[src/rtl/hidcrb_pkg.sv]
// ----------------------------------------------------------------------------
// hidcrb_pkg
// Shared opcodes, report ids, command and report types for the composite
// HID report builder.
// ----------------------------------------------------------------------------
package hidcrb_pkg;

    localparam int KEY_SLOTS_DEF = 6;
    // slots that fit in one keyboard report
    localparam int REPORT_SLOTS  = 6;

    localparam logic [3:0] OP_MOVE          = 4'd0;
    localparam logic [3:0] OP_BUTTONS       = 4'd1;
    localparam logic [3:0] OP_CLICK         = 4'd2;
    localparam logic [3:0] OP_KEY_PRESS     = 4'd3;
    localparam logic [3:0] OP_KEY_RELEASE   = 4'd4;
    localparam logic [3:0] OP_RELEASE_ALL   = 4'd5;
    localparam logic [3:0] OP_KEY_TAP       = 4'd6;
    localparam logic [3:0] OP_MEDIA_PRESS   = 4'd7;
    localparam logic [3:0] OP_MEDIA_RELEASE = 4'd8;
    localparam logic [3:0] OP_MEDIA_TAP     = 4'd9;

    localparam logic [1:0] RID_KEYBOARD = 2'd1;
    localparam logic [1:0] RID_CONSUMER = 2'd2;
    localparam logic [1:0] RID_MOUSE    = 2'd3;

    typedef struct packed {
        logic [3:0]        opcode;
        logic              link_up;
        logic signed [7:0] move_dx;
        logic signed [7:0] move_dy;
        logic signed [7:0] wheel_in;
        logic [7:0]        button_bits;
        logic [7:0]        key_code;
        logic [7:0]        modifier_bits;
        logic [15:0]       media_bits_in;
    } cmd_t;

    typedef struct packed {
        logic [1:0]        report_kind;
        logic [7:0]        lead_byte;
        logic [47:0]       key_slots_out;
        logic signed [7:0] motion_x;
        logic signed [7:0] motion_y;
        logic signed [7:0] wheel_out;
        logic [15:0]       media_bits_out;
        logic              last_report;
    } report_t;

    function automatic report_t kb_report(input logic [7:0] mods,
                                          input logic [47:0] keys,
                                          input logic last);
        report_t r;
        r = '0;
        r.report_kind   = RID_KEYBOARD;
        r.lead_byte     = mods;
        r.key_slots_out = keys;
        r.last_report   = last;
        return r;
    endfunction

    function automatic report_t mouse_report(input logic [7:0] btn,
                                             input logic [7:0] dx,
                                             input logic [7:0] dy,
                                             input logic [7:0] dw,
                                             input logic last);
        report_t r;
        r = '0;
        r.report_kind = RID_MOUSE;
        r.lead_byte   = btn;
        r.motion_x    = dx;
        r.motion_y    = dy;
        r.wheel_out   = dw;
        r.last_report = last;
        return r;
    endfunction

    function automatic report_t media_report(input logic [15:0] media,
                                             input logic last);
        report_t r;
        r = '0;
        r.report_kind    = RID_CONSUMER;
        r.media_bits_out = media;
        r.last_report    = last;
        return r;
    endfunction

endpackage

[src/rtl/hidcrb_cmd_decode.sv]
// ----------------------------------------------------------------------------
// hidcrb_cmd_decode
// Applies one command to the held keyboard, mouse and consumer state and
// forms the zero, one or two reports it causes.
// ----------------------------------------------------------------------------
module hidcrb_cmd_decode
    import hidcrb_pkg::*;
#(
    parameter int KEY_SLOTS = KEY_SLOTS_DEF
) (
    input  cmd_t                        cmd_i,
    input  logic [KEY_SLOTS-1:0][7:0]   slot_i,
    input  logic [7:0]                  mods_i,
    input  logic [7:0]                  btn_i,
    input  logic [15:0]                 media_i,
    output logic [KEY_SLOTS-1:0][7:0]   slot_o,
    output logic [7:0]                  mods_o,
    output logic [7:0]                  btn_o,
    output logic [15:0]                 media_o,
    output report_t                     rep0_o,
    output report_t                     rep1_o,
    output logic [1:0]                  rep_count_o
);

    function automatic logic [47:0] pack_keys(input logic [KEY_SLOTS-1:0][7:0] s);
        logic [47:0] v;
        v = '0;
        for (int j = 0; j < REPORT_SLOTS; j++) begin
            if (j < KEY_SLOTS) begin
                v[j*8 +: 8] = s[j];
            end
        end
        return v;
    endfunction

    logic [KEY_SLOTS-1:0]      empty_hit;
    logic [KEY_SLOTS-1:0]      match_hit;
    logic [KEY_SLOTS-1:0]      empty_first;
    logic [KEY_SLOTS-1:0]      match_first;
    logic [KEY_SLOTS-1:0][7:0] press_slots;
    logic [KEY_SLOTS-1:0][7:0] release_slots;
    logic [KEY_SLOTS-1:0][7:0] tap_slots;
    logic [KEY_SLOTS-1:0][7:0] tap_done_slots;
    logic [7:0]                press_mods;

    // first empty slot and first matching slot, lowest index wins
    always_comb begin
        for (int i = 0; i < KEY_SLOTS; i++) begin
            empty_hit[i] = (slot_i[i] == 8'h00);
            match_hit[i] = (slot_i[i] == cmd_i.key_code);
        end
        empty_first = empty_hit & ~(empty_hit - 1'b1);
        match_first = match_hit & ~(match_hit - 1'b1);
        for (int i = 0; i < KEY_SLOTS; i++) begin
            press_slots[i]   = empty_first[i] ? cmd_i.key_code : slot_i[i];
            release_slots[i] = match_first[i] ? 8'h00 : slot_i[i];
        end
        tap_slots         = slot_i;
        tap_slots[0]      = cmd_i.key_code;
        tap_done_slots    = slot_i;
        tap_done_slots[0] = 8'h00;
        press_mods        = mods_i | cmd_i.modifier_bits;
    end

    always_comb begin
        slot_o      = slot_i;
        mods_o      = mods_i;
        btn_o       = btn_i;
        media_o     = media_i;
        rep0_o      = '0;
        rep1_o      = '0;
        rep_count_o = 2'd0;
        if (cmd_i.link_up) begin
            unique case (cmd_i.opcode)
                OP_MOVE: begin
                    rep0_o      = mouse_report(btn_i, cmd_i.move_dx, cmd_i.move_dy,
                                               cmd_i.wheel_in, 1'b1);
                    rep_count_o = 2'd1;
                end
                OP_BUTTONS: begin
                    btn_o       = cmd_i.button_bits;
                    rep0_o      = mouse_report(cmd_i.button_bits, '0, '0, '0, 1'b1);
                    rep_count_o = 2'd1;
                end
                OP_CLICK: begin
                    btn_o       = 8'h00;
                    rep0_o      = mouse_report(cmd_i.button_bits, '0, '0, '0, 1'b0);
                    rep1_o      = mouse_report(8'h00, '0, '0, '0, 1'b1);
                    rep_count_o = 2'd2;
                end
                OP_KEY_PRESS: begin
                    // modifiers latch even with every slot taken
                    mods_o = press_mods;
                    if (|empty_hit) begin
                        slot_o      = press_slots;
                        rep0_o      = kb_report(press_mods, pack_keys(press_slots), 1'b1);
                        rep_count_o = 2'd1;
                    end
                end
                OP_KEY_RELEASE: begin
                    if (|match_hit) begin
                        slot_o      = release_slots;
                        rep0_o      = kb_report(mods_i, pack_keys(release_slots), 1'b1);
                        rep_count_o = 2'd1;
                    end
                end
                OP_RELEASE_ALL: begin
                    slot_o      = '0;
                    mods_o      = 8'h00;
                    rep0_o      = kb_report(8'h00, '0, 1'b1);
                    rep_count_o = 2'd1;
                end
                OP_KEY_TAP: begin
                    slot_o      = tap_done_slots;
                    mods_o      = 8'h00;
                    rep0_o      = kb_report(cmd_i.modifier_bits, pack_keys(tap_slots), 1'b0);
                    rep1_o      = kb_report(8'h00, pack_keys(tap_done_slots), 1'b1);
                    rep_count_o = 2'd2;
                end
                OP_MEDIA_PRESS: begin
                    media_o     = cmd_i.media_bits_in;
                    rep0_o      = media_report(cmd_i.media_bits_in, 1'b1);
                    rep_count_o = 2'd1;
                end
                OP_MEDIA_RELEASE: begin
                    media_o     = 16'h0000;
                    rep0_o      = media_report(16'h0000, 1'b1);
                    rep_count_o = 2'd1;
                end
                OP_MEDIA_TAP: begin
                    media_o     = 16'h0000;
                    rep0_o      = media_report(cmd_i.media_bits_in, 1'b0);
                    rep1_o      = media_report(16'h0000, 1'b1);
                    rep_count_o = 2'd2;
                end
                default: begin
                    rep_count_o = 2'd0;
                end
            endcase
        end
    end

endmodule

[src/rtl/hid_composite_report_builder_unit.sv]
// ----------------------------------------------------------------------------
// hid_composite_report_builder_unit
// Composite HID report builder: keyboard (six key slots), consumer control
// and mouse reports from a stream of HID commands.
// ----------------------------------------------------------------------------
// A command beat is taken when the slave side is ready, and its first report
// appears on the master side in the cycle after. Commands that cause one
// report (or none) run at one beat per cycle while the master side does not
// stall; taps and clicks cause two reports, the second waiting in a holding
// register behind the single result register until the first has left. The
// slave side stays ready while the result register is empty or being drained
// and no second report is waiting. Commands with the link down, and unused
// opcodes, are taken and dropped without any report or state change.
module hid_composite_report_builder_unit
    import hidcrb_pkg::*;
#(
    parameter int KEY_SLOTS = KEY_SLOTS_DEF
) (
    input  logic        aclk,
    input  logic        aresetn,
    input  logic        s_tvalid,
    output logic        s_tready,
    // link_up, move_dx, move_dy, wheel_in, button_bits, key_code,
    // modifier_bits, media_bits_in, zero pad
    input  logic [71:0] s_tdata,
    // opcode
    input  logic [3:0]  s_tuser,
    output logic        m_tvalid,
    input  logic        m_tready,
    // lead_byte, key_slots_out, motion_x, motion_y, wheel_out, media_bits_out
    output logic [95:0] m_tdata,
    // report_kind
    output logic [1:0]  m_tuser,
    output logic        m_tlast
);

    cmd_t                      cmd;
    logic                      accept;
    logic                      pop;

    logic [KEY_SLOTS-1:0][7:0] slot_reg, slot_next;
    logic [7:0]                mods_reg, mods_next;
    logic [7:0]                btn_reg, btn_next;
    logic [15:0]               media_reg, media_next;
    report_t                   out_reg, out_next;
    report_t                   pend_reg, pend_next;
    logic                      out_valid_reg, out_valid_next;
    logic                      pend_valid_reg, pend_valid_next;

    logic [KEY_SLOTS-1:0][7:0] dec_slot;
    logic [7:0]                dec_mods;
    logic [7:0]                dec_btn;
    logic [15:0]               dec_media;
    report_t                   dec_rep0;
    report_t                   dec_rep1;
    logic [1:0]                dec_count;

    always_comb begin
        cmd.opcode        = s_tuser;
        cmd.link_up       = s_tdata[0];
        cmd.move_dx       = s_tdata[8:1];
        cmd.move_dy       = s_tdata[16:9];
        cmd.wheel_in      = s_tdata[24:17];
        cmd.button_bits   = s_tdata[32:25];
        cmd.key_code      = s_tdata[40:33];
        cmd.modifier_bits = s_tdata[48:41];
        cmd.media_bits_in = s_tdata[64:49];
    end

    hidcrb_cmd_decode #(
        .KEY_SLOTS (KEY_SLOTS)
    ) u_decode (
        .cmd_i       (cmd),
        .slot_i      (slot_reg),
        .mods_i      (mods_reg),
        .btn_i       (btn_reg),
        .media_i     (media_reg),
        .slot_o      (dec_slot),
        .mods_o      (dec_mods),
        .btn_o       (dec_btn),
        .media_o     (dec_media),
        .rep0_o      (dec_rep0),
        .rep1_o      (dec_rep1),
        .rep_count_o (dec_count)
    );

    assign pop      = out_valid_reg & m_tready;
    assign s_tready = ~pend_valid_reg & (~out_valid_reg | m_tready);
    assign accept   = s_tvalid & s_tready;

    always_comb begin
        slot_next       = slot_reg;
        mods_next       = mods_reg;
        btn_next        = btn_reg;
        media_next      = media_reg;
        out_next        = out_reg;
        pend_next       = pend_reg;
        out_valid_next  = out_valid_reg;
        pend_valid_next = pend_valid_reg;
        if (accept) begin
            // decoder passes state through unchanged when the beat is dropped
            slot_next       = dec_slot;
            mods_next       = dec_mods;
            btn_next        = dec_btn;
            media_next      = dec_media;
            out_next        = dec_rep0;
            pend_next       = dec_rep1;
            out_valid_next  = (dec_count != 2'd0);
            pend_valid_next = (dec_count == 2'd2);
        end else if (pop) begin
            if (pend_valid_reg) begin
                out_next        = pend_reg;
                pend_valid_next = 1'b0;
            end else begin
                out_valid_next = 1'b0;
            end
        end
    end

    always_ff @(posedge aclk) begin
        if (!aresetn) begin
            slot_reg       <= '0;
            mods_reg       <= '0;
            btn_reg        <= '0;
            media_reg      <= '0;
            out_valid_reg  <= 1'b0;
            pend_valid_reg <= 1'b0;
        end else begin
            slot_reg       <= slot_next;
            mods_reg       <= mods_next;
            btn_reg        <= btn_next;
            media_reg      <= media_next;
            out_valid_reg  <= out_valid_next;
            pend_valid_reg <= pend_valid_next;
        end
    end

    always_ff @(posedge aclk) begin
        out_reg  <= out_next;
        pend_reg <= pend_next;
    end

    assign m_tvalid = out_valid_reg;
    assign m_tuser  = out_reg.report_kind;
    assign m_tlast  = out_reg.last_report;
    assign m_tdata  = {out_reg.media_bits_out, out_reg.wheel_out, out_reg.motion_y,
                       out_reg.motion_x, out_reg.key_slots_out, out_reg.lead_byte};

endmodule

[config.mk]
export PLATFORM = sky130hd
export DESIGN_NAME = hid_composite_report_builder_unit
export DESIGN_NICKNAME = d
export VERILOG_FILES = /design/src/rtl/hidcrb_pkg.sv /design/src/rtl/hidcrb_cmd_decode.sv /design/src/rtl/hid_composite_report_builder_unit.sv
export SDC_FILE = /design/constraint.sdc
export NUM_CORES = 1
export LEC_CHECK = 0
export ABC_AREA = 1
export ABC_CLOCK_PERIOD_IN_PS = 9650
export BUFFER_PORTS_ARGS = -buffer_cell sky130_fd_sc_hd__buf_2
export CORE_UTILIZATION = 52
export DETAILED_ROUTE_END_ITERATION = 16
export MAX_ROUTING_LAYER = met4
export PLACE_DENSITY_LB_ADDON = 0.3
export SLEW_MARGIN = 15
export SYNTH_ARGS = -nofsm -noshare
export SYNTH_HDL_FRONTEND = slang
export SYNTH_SLANG_ARGS = --single-unit
[constraint.sdc]
create_clock -name aclk -period 9.65 [get_ports aclk]
set_input_delay 1.93 -clock aclk [delete_from_list [all_inputs] [get_ports aclk]]
set_output_delay 1.93 -clock aclk [all_outputs]
set_load 0.01 [all_outputs]
Word-level counts from Yosys, hierarchy flattened
Cells that the tools add are included.
{"block": "classes", "add_sub_neg": 2, "eq_ne": 19, "muxes": 34, "bitwise_logic": 12, "reduce_logical": 25}
{"cell": "one-hot mux 99 bit (10 select lines)", "count": 1}
{"cell": "two-way mux 99 bit", "count": 4}
{"cell": "one-hot mux 99 bit (3 select lines)", "count": 1}
{"cell": "two-way mux 98 bit", "count": 2}
{"cell": "one-hot mux 48 bit (4 select lines)", "count": 1}
{"cell": "two-way mux 48 bit", "count": 2}
{"cell": "two-way mux 8 bit", "count": 12}
{"cell": "== test 8 bit", "count": 6}
{"cell": "zero test 8 bit", "count": 6}
{"cell": "one-hot mux 8 bit (2 select lines)", "count": 2}
{"cell": "== test 4 x 3 -> 1 bit (second input constant)", "count": 4}
{"cell": "bitwise AND 6 bit", "count": 2}
{"cell": "inverter 6 bit", "count": 2}
{"cell": "OR reduction 6 bit", "count": 2}
{"cell": "subtractor 6 x 1 -> 6 bit (second input constant)", "count": 2}
{"cell": "nonzero test 2 bit", "count": 5}
{"cell": "== test 4 x 2 -> 1 bit (second input constant)", "count": 2}
{"cell": "== test 4 bit (second input constant)", "count": 2}
{"cell": "OR 8 bit", "count": 1}
{"cell": "one-hot mux 2 bit (4 select lines)", "count": 1}
{"cell": "two-way mux 1 bit", "count": 7}
{"cell": "AND reduction 3 bit", "count": 2}
{"cell": "AND reduction 6 bit", "count": 1}
{"cell": "AND reduction 5 bit", "count": 1}
{"cell": "other kinds (15)", "count": 21}
{"block": "word_totals", "register_bits": 264, "in_bits": 80, "output_inout_bits": 101, "wordCells": 118}

Logic depth before layout (Yosys ltp)
Gate-level depths: netlist of the first run.
{"block": "logic_depth", "word_depth": 9, "depth_mapped": 17, "ltp_nobuf": 16}

By module
From an unflattened synthesis of the first run, not the netlist that was laid out.
{"block": "hier_totals", "cells_unflattened": 2360, "area_unflattened_um2": 16779.8}
{"mod": "hid_composite_report_builder_unit", "instances": 1, "cells_per_inst": 1043, "area_per_inst_um2": 10528.8, "seq_area_each_um2": 7587.3}
{"mod": "hidcrb_cmd_decode", "instances": 1, "cells_per_inst": 1317, "area_per_inst_um2": 6251.0, "seq_area_each_um2": 0.0}

Least setup slack after synthesis of the first run
OpenSTA, ideal clock, no wires.
{"block": "synth_timing", "path_kind": "input to register", "startpoint": "input port m_tready", "endpoint": "register out_reg (netlist bit m_tdata[0]), enable pin", "setup_ps": 693, "arrival_time_ps": 8931, "t_required_ps": 8957, "setup_slack_ps": 26, "stages": 2, "n_path_buf": 0, "cell_sequence": "nand2_1 -> o21ai_0"}
{"block": "synth_between", "elab_chain_cells": 5, "word_cells_on_any_way": 7, "cone_classes": "bitwise: 4; reduce/logical: 3"}
{"element": "from (decl)", "line_no": "hid_composite_report_builder_unit.sv:29", "source": "input logic m_tready,"}
{"element": "OR 1 bit", "line_no": "hid_composite_report_builder_unit.sv:88", "source": "assign s_tready = ~pend_valid_reg & (~out_valid_reg | m_tready);"}
{"element": "bitwise AND 1 bit", "line_no": "hid_composite_report_builder_unit.sv:88"}
{"element": "bitwise AND 1 bit", "line_no": "hid_composite_report_builder_unit.sv:89", "source": "assign accept = s_tvalid & s_tready;"}
{"element": "nonzero test 2 bit (no source line)"}
{"element": "AND reduction 2 bit (no source line) (*)"}
{"element": "to (signal assigned)", "line_no": "hid_composite_report_builder_unit.sv:139", "source": "out_reg <= out_next;"}
{"element": "to (decl)", "line_no": "hid_composite_report_builder_unit.sv:45", "source": "report_t out_reg, out_next;"}
Every way passes the cells marked *; elsewhere a longest branch is shown, timed or not.
A chain may end at the register's enable or synchronous reset.

==> impl_results.md, run 1 <==
- Outcome: finished, final reports clean
- DP Area: 0.0124 mm²
- Max reg flops: 96
- Final ANT Viol Nets: 0
- Post-route setup slack: 4.89 ns
- Crit end category: flip-flop
- Gr usage total: 28.4%
- # DRC: 0
- DP Worst Slack: 4.48 ns
- Synth Area in Compound Gates: 6.25%
- # setup viols final: 0
- Relative slew slack: 23.8%
- Post-synthesis simple-gate area fraction: 36.0%
- Clk_lat worst skew: 0.51 ns
- Warning count from the yosys run: 0
- Synth top area share: 37.1%
- Count of final hold-check violations: 0
- Commonest non-fill, non-tap cell in the layout: nand2_1
- Final worst path period share: 49.3%
- Die area: 0.0227 mm²
- Max H-tree Level: 1
- Yosys reg bits: 208
- Pin count of the biggest net entering global routing: 72
- CP Class: input pin to flip-flop
- Syn_area_per_cell: 7.30 µm²
- HP Class: flip-flop to flip-flop
- Internal: 0.00174 W
- Cell Rows: 54
- Post-CTS sizing: 0
- Syn Nets: 1654
- PwrDens: 173 mW/mm²
- Xor-xnor portion of the synthesized cell area: 2.36%
- Worst path cell trace: buf_2 > inv_1 > nand2_1 > nand2_1 > nand2_1 > nor2_1 > nand2_2 > nand2_1 > nor2_2 > nand2_2 > nand2_1 > inv_2 > nand2_1 > nand2_1 > nand2_1 > nand2_1
- TritonCTS Buffers: 23
- Multi-input logic area: 0.00515 mm²
- Mapped cell area: 0.0115 mm²
- Unique masters post-synth: 36
- Maximum vdd ir drop: 0.0982 mV
- # hold bufs at CTS: 0
- Design area: 0.0133 mm²
- Layout cells sized above 1: 14.4%
- Setup TNS Final: 0 ns
- Clock Sinks: 208
- Part of the power in registers: 44.2%
- Seq/Total Area, Yosys: 48.6%
- Post-CTS setup-driven buffer insertion count: 0
- Tmin final: 4.76 ns
- Sw frac: 24.8%
- Initial antenna violation count: 0
- Clk buf depth: 3
- Slew @ Worst Pin: 1.14 ns
- Layout area overhead: 15.9%
- Post-synthesis adder-cell area fraction: 0%
- FILL cells: 1962
- Most used cell, CP: nand2_1
- Number of global-route vias before repair: 9945
- Nets@finish: 1782
- Seq. cell area: 0.00559 mm²
- Leak Pwr: 6.28 nW
- Combinational share of power: 11.3%
- Max-cap violations: 0
- First-pass GRT wire length: 49700 µm
- Core Box Area: 0.0218 mm²
- Via count: 10862
- Grt total ovfl: 0
- WP data arrival: 4.99 ns
- Number of vias per cell: 5.43
- Startpoint types: input pin
- Main combinational cell family by area after synthesis: simple AND/OR/NAND/NOR gates
- Req. time, crit path: 9.88 ns
- Initial DRC Count: 941
- Cells after Synth: 1574
- GP Congestion: 0.919
- Switch Pwr: 0.000572 W
- Initial core utilization: 52.8%
- Chip width: 151 µm
- CP max stage delay: 0.60 ns
- Slowest CP cell: nand2_2
- Pins Over Slew Limit: 0
- Proportion of synthesized area in mux cells: 0%
- Synth area leader: edfxtp_1
- IO Pins: 181
- Chip height: 151 µm
- Clk pin slew, worst setup/hold paths: 0.06 ns
- DR pass1 iterations: 8
- CTS tree: built
- FMAX: 210 MHz
- Total wire length: 31400 µm
- Skew final: 0.0133 ns
- Clock share of power: 44.5%
- Routed len/inst: 15.7 µm
- Final hold slack: 0.462 ns
- PortBufs: 173
- Most frequent cells in the layout: 555 x nand2_1, 290 x nor2_1, 173 x buf_2
- Unrepaired setup endpoints after global routing: false
- Root Buffer: clkbuf_16
- Worst Path Max Fanout: 46
- Top cells by area, synth: edfxtp_1 37%, nand2_1 18%, dfxtp_1 11%
- Hpwl dp: 19400 µm
power by group through the flow:
stage	registers [W]	logic, W	clock network [W]
after floorplan	0.00106	0.000151	0
after global placement	0.00104	0.000253	0
after detailed placement	0.00104	0.000256	0
after CTS	0.00102	0.000258	0.00104
after global routing	0.00103	0.000290	0.00107
final	0.00102	0.000260	0.00103
routing by layer:
metal | track usage (%) | vias up | wire length [µm]
met5 | - | - | 0
met4 | 9.80 | 0 | 898
met3 | 4.48 | 75 | 2930
met2 | 45.5 | 477 | 14300
met1 | 36.7 | 4965 | 13300
li1 | - | 5345 | -
worst max-delay path, delay by kind of cell:
family | cells | cell delay (ns)
and+or+nand+nor | 13 | 2.23
buffers and inverters | 3 | 0.82
stage by stage:
| stage | util, % | instances | power [W] |
|---|---|---|---|
| 6_report | 61.2 | 1999 | 0.00231 |
| 5_1_grt | 61.2 | 1998 | 0.00239 |
| 4_1_cts | 61.2 | 1998 | 0.00232 |
| 3_5_place_dp | 57.1 | 1957 | 0.00130 |
| 3_3_place_gp | 57.1 | 1957 | 0.00129 |
| 2_1_floorplan | - | 1574 | 0.00121 |
Yosys cell counts:
cell type    n
nand2_1    555
nor2_1     291
edfxtp_1   142
nand3_1    104
inv_1       99
o21ai_0     67
dfxtp_1     66
clkbuf_1    34
nand4_1     34
a21oi_1     29
buf_2       26
xor2_1      16
xnor2_1     15
buf_1       10
inv_2       10
a211oi_1     9
buf_4        9
nor3_1       9
a31oi_1      7
a221oi_1     6
nor3b_1      5
o21ai_1      5
nand2_2      3
nor2_2       3
o211ai_1     3
o22ai_1      3
or2_2        3
nand4_2      2
nor2_4       2
a21o_1       1
clkinv_1     1
inv_4        1
nand3_2      1
nand3b_1     1
nor3_4       1
nor4_1       1
cell type report:
class | count | share of cell area (%)
repair buffers | 182 | 7.01
well taps | 280 | 2.63
clock inverters | 14 | 2.11
multi-input cells | 1176 | 38.6
diodes | 1 | 0.0188
flip-flops and latches | 208 | 41.9
inverters | 111 | 3.15
clock buffers | 27 | 4.51
path summary, 6_finish.rpt:
kind,start,end,slack [ns],cells after the start
worst min register to register,btn_reg[4],btn_reg[4],0.46,2
worst max register to register,m_tvalid,slot_reg[35],6.13,9
worst min-delay path,btn_reg[4],btn_reg[4],0.46,2
worst max-delay path,s_tdata[38],m_tdata[35],4.89,16
logic make-up (layout without fill, tap and decap cells):
family                    Yosys count  in the layout
buffers and inverters             190            334
DFF                               208            208
xor gates and xnor gates           31             31
other                               0              1
AOI/OAI and AO/OA                 130            130
and+or+nand+nor                  1015           1015
Note: power is estimated with default switching activity, not from simulation.
==> run 2, diff against run 1 <==
--- a/config.mk
+++ b/config.mk
@@ -5,10 +5,10 @@
 export SDC_FILE = /design/constraint.sdc
 export NUM_CORES = 1
 export LEC_CHECK = 0
-export ABC_AREA = 1
-export ABC_CLOCK_PERIOD_IN_PS = 9650
+export ABC_AREA = 0
+export ABC_CLOCK_PERIOD_IN_PS = 4400
 export BUFFER_PORTS_ARGS = -buffer_cell sky130_fd_sc_hd__buf_2
-export CORE_UTILIZATION = 52
+export CORE_UTILIZATION = 55
 export DETAILED_ROUTE_END_ITERATION = 16
 export MAX_ROUTING_LAYER = met4
 export PLACE_DENSITY_LB_ADDON = 0.3
==> constraint.sdc (replaced) <==
create_clock -name aclk -period 4.4 [get_ports aclk]
set_input_delay 0.88 -clock aclk [delete_from_list [all_inputs] [get_ports aclk]]
set_output_delay 0.88 -clock aclk [all_outputs]
set_load 0.01 [all_outputs]
==> run 2 against run 1 <==
Combinational power grew 52%. Synthesized cell count down 45%. First-iteration DRC count shrank 22%. Clock skew is 0.0016 ns lower. Utilization rose by 6.5 points. Largest power group is now sequential cells. Worst setup slack got worse by 3.8 ns. Sequential power rose by 120%.
==> impl_results.md, run 2 <==
- Design area: 0.0113 mm² (-15%)
- Combinational share of power: 8.8% (-2.5 points)
- RR Startpoint: slot_reg[28]
- # setup viols final: 0 (unchanged)
- Gr usage total: 28.0% (-0.42 points)
- Pin count of the biggest net entering global routing: 73 (+1.4%)
- Hold_sp: mods_reg[3]
- Initial core utilization: 56.8% (+4.0 points)
- Maximum vdd ir drop: 0.320 mV (+230%)
- Antenna cells: 0 (-1)
- Die area: 0.0178 mm² (-22%)
- Max H-tree Level: 1 (unchanged)
- Asr flop ratio synth: 0% (unchanged)
- Setup TNS Final: 0 ns (unchanged)
- Max-cap violations: 0 (unchanged)
- Leak Pwr: 4.55 nW (-27%)
- Worst Path Max Fanout: 18 (-61%)
- Unique masters post-synth: 59 (+64%)
- Number of global-route vias before repair: 7295 (-27%)
- Hpwl dp: 16000 µm (-17%)
- Hold depth: 2 (unchanged)
- Crit end category: flip-flop
- Warning count from the yosys run: 0 (unchanged)
- Mapped cell area: 0.00949 mm² (-17%)
- R2r worst-path depth: 7 (-2)
- Req. time, crit path: 4.65 ns (-5.23 ns)
- # DRC: 0 (unchanged)
- CP Class: input pin to flip-flop
- Inst Count DP: 1222 (-38%)
- Commonest non-fill, non-tap cell in the layout: buf_2
- Clk buf depth: 3 (unchanged)
- Non-filler instance count after layout: 1262 (-37%)
- Outcome: finished, final reports clean
- DR pass1 iterations: 7 (-1)
- Reg-to-reg endpoint: m_tdata[37]
- FILL cells: 1292 (-34%)
- FMAX: 303 MHz
- Chip width: 133 µm (-12%)
- Most frequent cells in the layout: 173 x buf_2, 142 x edfxtp_1, 88 x a21oi_1
- Cell Rows: 47 (-13%)
- First-pass GRT wire length: 38600 µm (-22%)
- Startpoint types: input pin
- DP Area: 0.0106 mm² (-15%)
- Initial antenna violation count: 0 (unchanged)
- Clock Sinks: 208 (unchanged)
- Hold endpoint: mods_reg[3]
- Skew final: 0.0116 ns (-0.00164 ns)
- Count of final hold-check violations: 0 (unchanged)
- Yosys reg bits: 208 (unchanged)
- Seq/Total Area, Yosys: 58.9% (+10 points)
- Top-count cell post-synth: edfxtp_1
- Core Box Area: 0.0167 mm² (-23%)
- Switch Pwr: 0.00102 W (+78%)
- Synth area leader: edfxtp_1
- Initial DRC Count: 730 (-22%)
- Top FF cell, synth: edfxtp_1
- Layout cells sized above 1: 24.5% (+10 points)
- Part of the power in registers: 49.2% (+5.0 points)
- Syn Nets: 941 (-43%)
- Clock share of power: 42.0% (-2.5 points)
- PortBufs: 173 (unchanged)
- HP Class: flip-flop to flip-flop
- Number of vias per cell: 6.04 (+11%)
- Pins Over Slew Limit: 0 (unchanged)
- Tmin final: 3.30 ns
- Relative slew slack: 30.4% (+6.5 points)
- Unrepaired setup endpoints after global routing: false
- # hold bufs at CTS: 0 (unchanged)
- IO Pins: 181 (unchanged)
- R2r setup slk: 1.47 ns (-4.66 ns)
- Sw frac: 22.8% (-2.0 points)
- TritonCTS Buffers: 22 (-4.3%)
- Final worst path period share: 75.1%
- Final ANT Viol Nets: 0 (unchanged)
- Max reg flops: 96 (unchanged)
- Synth top area share: 45.0% (+7.9 points)
- CTS tree: built
- PwrDens: 396 mW/mm² (+130%)
- Post-CTS setup-driven buffer insertion count: 0 (unchanged)
- Total wire length: 24200 µm (-23%)
- Clk pin slew, worst setup/hold paths: 0.06 ns (about the same)
- Via count: 7626 (-30%)
- Cells after Synth: 861 (-45%)
- Synth cell count leaders: 142 x edfxtp_1, 88 x a21oi_1, 85 x nor2_1
- Layout area overhead: 19.2%
- Grt total ovfl: 0 (unchanged)
- Clk_lat worst skew: 0.50 ns (about the same)
- GP Congestion: 0.943 (+2.6%)
- Chip height: 133 µm (-12%)
- Routed len/inst: 19.1 µm (+22%)
- Tot Pwr: 0.00448 W (+94%)
- Slew @ Worst Pin: 1.04 ns (-0.0998 ns)
- Post-CTS sizing: 0 (unchanged)
- Internal: 0.00346 W (+99%)
- Nets@finish: 1106 (-38%)
- EDFF count, synth: 142 (unchanged)
- Syn_area_per_cell: 11.0 µm² (+51%)
- Root Buffer: clkbuf_16
- Top cells by area, synth: edfxtp_1 45%, dfxtp_1 14%, a21oi_1 4.6%
- WP data arrival: 3.55 ns (-1.44 ns)
## run 2: worst max path at each step
stage	start	endpoint	slack, ns	cells past startpoint
finish	s_tdata[37]	m_tlast	1.10	8
global placement	s_tdata[37]	m_tlast	0.77	8
detailed placement	s_tdata[37]	m_tlast	0.71	8
floorplan	s_tvalid	m_tdata[0]	0.27	3
CTS	s_tdata[37]	m_tlast	1.21	8
global route	s_tdata[37]	m_tdata[38]	0.91	8
## run 2: logic make-up (layout without fill, tap and decap cells)
family | after synthesis | after routing | share of synthesized area, %
AO/OA/AOI/OAI | 236 | 236 | 16.0
XOR/XNOR | 50 | 50 | 4.62
buffers and inverters | 62 | 243 | 2.81
flip-flops | 208 | 208 | 58.9
multiplexers | 3 | 3 | 0.317
AND/OR/NAND/NOR | 302 | 302 | 17.3
## run 2: layout make-up
type / count / area, µm² / share of cell area, %
Multi-Input combinational cell: 591 / 3650 / 32.3
Clock buffer: 29 / 608 / 5.38
Tap cell: 220 / 275 / 2.43
Sequential cell: 208 / 5590 / 49.4
Inverter: 10 / 37.5 / 0.332
Clock inverter: 11 / 126 / 1.12
Timing Repair Buffer: 193 / 1030 / 9.09
## run 2: through the flow
stage	setup WS (ns)	util, %	hold WS [ns]
after floorplan	0.267	-	0.437
after global placement	0.773	63.3	0.447
after detailed placement	0.708	63.3	0.455
after CTS	1.21	67.7	0.470
after global routing	0.914	67.7	0.492
final	1.10	67.7	0.470
## run 2: critical path, stage by stage
cell and delay (ns):
buf_2 0.43, xnor2_1 0.12, nand4_1 0.11, nor2_1 0.14, nor4_4 0.62, a311o_1 0.68, nand2_2 0.23, a221o_1 0.32
## run 2: metal layers
| metal | vias to the layer above | routed length, µm | global-route usage, % |
|---|---|---|---|
| met4 | 0 | 639 | 9.15 |
| met5 | - | 0 | - |
| met3 | 60 | 1800 | 3.88 |
| met2 | 383 | 11400 | 44.0 |
| li1 | 3548 | - | - |
| met1 | 3635 | 10300 | 37.7 |
## run 2: power by group through the flow
stage | Clock [W] | Combinational, W | Sequential, W
4_1_cts | 0.00190 | 0.000392 | 0.00220
3_3_place_gp | 0 | 0.000384 | 0.00224
3_5_place_dp | 0 | 0.000388 | 0.00225
5_1_grt | 0.00198 | 0.000424 | 0.00221
2_1_floorplan | 0 | 0.000190 | 0.00228
6_report | 0.00189 | 0.000395 | 0.00220
